<file path="config.mk">
export PLATFORM = sky130hd
export DESIGN_NAME = mcpf_ram
export DESIGN_NICKNAME = d
export VERILOG_FILES = /design/src/sv/mcpf_ram.sv
export SDC_FILE = /design/constraint.sdc
export NUM_CORES = 1
export LEC_CHECK = 0
export ABC_AREA = 1
export ABC_CLOCK_PERIOD_IN_PS = 1200
export BUFFER_PORTS_ARGS = -buffer_cell sky130_fd_sc_hd__buf_4
export CELL_PAD_IN_SITES_DETAIL_PLACEMENT = 0
export CELL_PAD_IN_SITES_GLOBAL_PLACEMENT = 1
export CORE_MARGIN = 2
export CORE_UTILIZATION = 44
export CTS_CLUSTER_DIAMETER = 120
export DETAILED_ROUTE_END_ITERATION = 7
export GPL_TIMING_DRIVEN = 1
export PLACE_DENSITY_LB_ADDON = 0.25
export SYNTH_ARGS = -nofsm -noshare
export SYNTH_HDL_FRONTEND = slang
export SYNTH_SLANG_ARGS = --single-unit
</file>
<file path="constraint.sdc">
create_clock -name aclk -period 1.2 [get_ports aclk]
set_input_delay 0.24 -clock aclk [delete_from_list [all_inputs] [get_ports aclk]]
set_output_delay 0.24 -clock aclk [all_outputs]
set_load 0.05 [all_outputs]
</file>
<file path="src/sv/mcpf_ram.sv">
// ----------------------------------------------------------------------------
// Pipe FIFO memory
// Simple dual-port synchronous RAM: one write port, one read port with a
// registered read that holds its value until the next read enable.
// ----------------------------------------------------------------------------
module mcpf_ram #(
    parameter int WIDTH = 8,
    parameter int DEPTH = 16
) (
    input  logic                     aclk,
    input  logic                     we,
    input  logic [$clog2(DEPTH)-1:0] waddr,
    input  logic [WIDTH-1:0]         wdata,
    input  logic                     re,
    input  logic [$clog2(DEPTH)-1:0] raddr,
    output logic [WIDTH-1:0]         rdata
);

    logic [WIDTH-1:0] mem [DEPTH];
    logic [WIDTH-1:0] rdata_reg;

    always_ff @(posedge aclk) begin
        if (we) begin
            mem[waddr] <= wdata;
        end
        if (re) begin
            rdata_reg <= mem[raddr];
        end
    end

    assign rdata = rdata_reg;

endmodule

</file>
# == Yosys cells after proc, flatten, opt, wreduce, memory -nomap -nowiden ==
# Memories as Yosys holds them, arrays and structs flattened. A register that Yosys moved wholly into a read port is not among the register bits.
# Index checks and enable logic that the tools add are counted.
# word_totals
in_bits,19
regBits,0
ram_bits,128
mem_count,1
out_inout_bits,8
word_cells,3
# op_classes
muxes,2
# mem_list
memory,depth,width,rd,rd_clocked_by_memory_dff,write_ports,line_no,source
mem,16,8,1,1,1,19,logic [WIDTH-1:0] mem [DEPTH];
# op_table
cell,count
1-bit two-way mux,2

# == Depth between registers and ports, before layout ==
# depth
ltp_word,2
ltp_mapped,8
mapped_depth_nobuf,7

# == Worst setup path before layout ==
# OpenSTA, ideal clock, no wires.
# synth_path
path_type,input -> register
start,input port waddr[3]
end,"memory mem[4][0], enable pin"
arrival_ps,821
setup_slack_ps,9
t_required_ps,830
stages,2
path_cell_list,nand3b_1 -> nor2_1
# synth_rtl
element,line_no,source
"start, declared",12,"input logic [$clog2(DEPTH)-1:0] waddr,"
"end, declared",19,
# No word-level cell before the write port.

# == Worst setup path in the final report ==
# layout_path
start,"register rdata_reg[1], in the netlist rdata[1] (read register of mem)"
end,output port rdata[1]
# layout_rtl
element,line_no,source
"start, declared",20,logic [WIDTH-1:0] rdata_reg;
"end, declared",16,output logic [WIDTH-1:0] rdata
# No word-level cell between the ends.

==> results.md <==
- The total global routing overflow is 0.
- Across the run, the number of max-cap violations was 0.
- For the worst flop-to-flop path, the logic depth is 6.
- Yosys printed 0 warnings.
- The routability congestion estimate is 0.869.
- After synthesis the cells add up to 5850 sq um.
- The beginning of the worst hold path is re.
- The maximum clock rate is 767 MHz.
- After synthesis the netlist holds a flip-flop and latch count of 136.
- The synthesized area per cell is 10.6 sq um.
- The root buffer cell chosen for the clock tree is sky130_fd_sc_hd__clkbuf_16.
- For the worst-skew pair, the clock arrives at the later sink with an insertion delay of 0.42 ns.
- After detailed placement, the design holds a cell count of 764.
- The cell type of the slowest stage on the worst timing path is sky130_fd_sc_hd__edfxtp_1.
- The first global-routing pass estimated 21.2 mm of wire.
- The routed via count divided by cell count is 4.78.
- The total area inside the core boundary comes to 13100 sq um.
- Setup violations remaining at the end of the flow were counted as 7.
- The number of buffer and inverter instances along the worst setup path is 1.
- The internal reg-to-reg setup slack is 0.07 ns.
- Of all nets on the critical path, the largest fanout is 1.
- The final route contains 3806 vias.
- met2 is the most crowded layer.
- For the worst setup path, the data arrival time is 1.06 ns.
- Clock-pin slew was measured on the worst setup and hold paths at 0.05 ns.
- The register with the most flip-flops in the layout has 128 of them.
- In the routed design, unresolved DRC markers number 0.
- The leakage power of the design is 3.04 nW.
- The final critical path takes up 109% of the cycle.
- The maximum root-to-sink buffer count is 2.
- The number of buffers added to fix hold violations after cts is 0.
- Gates resized during post-CTS repair numbered 8.
- The count of buffers from port buffering is 26.
- The worst hold path terminates at rdata[3].
- At the placement stage, the worst setup path has a slack of -0.284 ns.
- 27 I/O pins were placed.
- Detailed placement finished with a half-perimeter wire length of 9.04 mm.
- The initial antenna violation count is 0.
- The actual slew at the worst max-slew pin is 0.319 ns.
- In this run the post-CTS setup repair buffer count came out at 0.
- The final number of max-transition violations is 0.
- The final reports fail on negative setup slack.
- The hold violation total from the final report is 0.
- The worst setup path is captured at an output port.
- The H-tree was split into 4 levels.
- In this run the number of cells on the critical path is 1.
- The global routing met1 resource utilization is 27.4%.
- The start-to-end type of the worst setup path is reg2out.
- The finished layout holds 796 standard cells, fillers aside.
- The post-route worst setup slack is -0.104 ns.
- The starting DRC count in detailed routing is 240.
- Cells fill 53.7% of the core in the end.
- The largest clock skew in the final design is 0.00490 ns.
- From synthesis to final layout, the design area changed by 20.2%.
- The cell family contributing the most delay on the critical path is flip-flops.
- TritonCTS created 17 clock buffers.
- The cell count of the worst hold path is 1.
- The die footprint is 14200 sq um.
- Cells with a size suffix above 1 make up 15.2% of the layout.
- Data on the critical path is required at its endpoint by 0.96 ns.
- Setup repair after global routing could not meet its margin everywhere.
- The smallest clock period supported by the final layout is computed as 1.30 ns.
- Global routing consumed, on the met2 layer, 33.5% of the routing resources.
- The site row count is 42.
- The die height is 119 microns.
- The flow ran to the end, but the final reports show violations.
- The number of clock sinks is 136.
- The detail-routed net length per standard cell is 17.1 microns.
- The number of nets still failing antenna checks after routing is 0.
- The number of distinct library cells after synthesis is 11.
- The iteration count of the initial detailed-routing pass is 5.
- The share of the yosys chip area belonging to registers is 69.8%.
- The endpoint identified for the worst register-to-register timing path is rdata[3].
- The die is 119 microns wide.
- Measured against its own limit, the worst slew margin works out to 78.7%.
- The total power divided by cell area is 1540 nW/um^2.
- The number of global-route vias before repair was 3780.
- STA classifies the critical path startpoint as a register.
- The signal on the critical path passes through buf_6.
- The post-synthesis instance total is 551.
- The initial cell density of the core is 44.7%.
- The maximum resistive drop on vdd is 0.974 mV.
- The number of antenna diodes in the final layout is 0.
- TritonCTS built the clock tree.
- The critical path's largest stage delay is 0.45 ns.
- The worst hold slack across all endpoints is 0.133 ns.
- For this run, the total global-route usage over all layers was measured as 21.0%.
- The worst hold path class is in2reg.
- Adding up every negative setup slack in the final design gives -0.365 ns.
- The global routing usage on met3 is 4.45%.
- The net count reported at finish is 626.
- The worst register-to-register path begins at mem[1][3].
- The net count of the mapped netlist is 570.
- Entering global routing, the biggest net connects 26 pins.
- The total wire length is 13.6 mm.
[through the flow]
| step | area (sq um) | total power (W) |
|---|---|---|
| 2_1_floorplan | 5850 | 0.00593 |
| 3_3_place_gp | 6450 | 0.00631 |
| 3_5_place_dp | 6450 | 0.00631 |
| 4_1_cts | 7000 | 0.0109 |
| 5_1_grt | 7030 | 0.0112 |
| 6_report | 7030 | 0.0109 |
[synthesized netlist by cell type]
master	n	area share, %
sky130_fd_sc_hd__buf_4	4	0.51
sky130_fd_sc_hd__nand3_1	97	8.3
sky130_fd_sc_hd__buf_6	6	1.2
sky130_fd_sc_hd__nand2_1	173	11
sky130_fd_sc_hd__nand3b_1	2	0.26
sky130_fd_sc_hd__inv_2	2	0.13
sky130_fd_sc_hd__edfxtp_1	136	70
sky130_fd_sc_hd__nor2_1	17	1.1
sky130_fd_sc_hd__buf_2	13	1.1
sky130_fd_sc_hd__buf_1	1	0.064
sky130_fd_sc_hd__inv_1	100	6.4
[how the worst max path moves through the flow]
stage / from / endpoint
floorplan: waddr[3] / mem[4][0]
global placement: raddr[0] / rdata[7]
detailed placement: raddr[0] / rdata[3]
CTS: rdata[1] / rdata[1]
global route: rdata[1] / rdata[1]
finish: rdata[1] / rdata[1]
[cell usage in the layout (no fill, tap or decap)]
cell,n
sky130_fd_sc_hd__buf_6,8
sky130_fd_sc_hd__nor2_1,17
sky130_fd_sc_hd__buf_12,7
sky130_fd_sc_hd__buf_4,46
sky130_fd_sc_hd__inv_2,2
sky130_fd_sc_hd__edfxtp_1,136
sky130_fd_sc_hd__nand3_2,6
sky130_fd_sc_hd__nand2_1,173
sky130_fd_sc_hd__inv_1,100
sky130_fd_sc_hd__clkbuf_16,17
sky130_fd_sc_hd__clkbuf_1,3
sky130_fd_sc_hd__bufinv_16,1
sky130_fd_sc_hd__nand3b_1,2
sky130_fd_sc_hd__clkinv_1,4
sky130_fd_sc_hd__nand3_1,91
sky130_fd_sc_hd__clkinvlp_4,2
sky130_fd_sc_hd__clkinv_2,5
[metal layers]
metal / share of wire [%] / vias to the layer above / wire length, microns
li1: - / 1892 / -
met1: 45 / 1818 / 6080
met2: 49 / 78 / 6710
met3: 4.0 / 18 / 547
met4: 2.2 / 0 / 304
met5: 0 / - / 0
[where the power goes]
group | total [W] | internal, W | leakage (nW) | switching [W]
combinational | 0.000841 | 0.000291 | 1.55 | 0.000550
sequential | 0.00539 | 0.00536 | 1.24 | 0.0000374
clock | 0.00462 | 0.00279 | 0.253 | 0.00183
[layout make-up]
class | instances | area [sq um]
Clock buffer | 20 | 437
Clock inverter | 12 | 85.1
Fill cell | 1157 | 6060
Inverter | 102 | 383
Multi-Input combinational cell | 289 | 1240
Sequential cell | 136 | 4080
Tap cell | 176 | 220
Timing Repair Buffer | 61 | 576
[cell families (layout without fill, tap and decap cells)]
family                 after synthesis  after routing  share of synthesized area [%]
DFF                                136            136                           69.8
buffers and inverters              126            195                           9.39
and+or+nand+nor                    289            289                           20.8
Note: power is estimated with default switching activity, not from simulation.
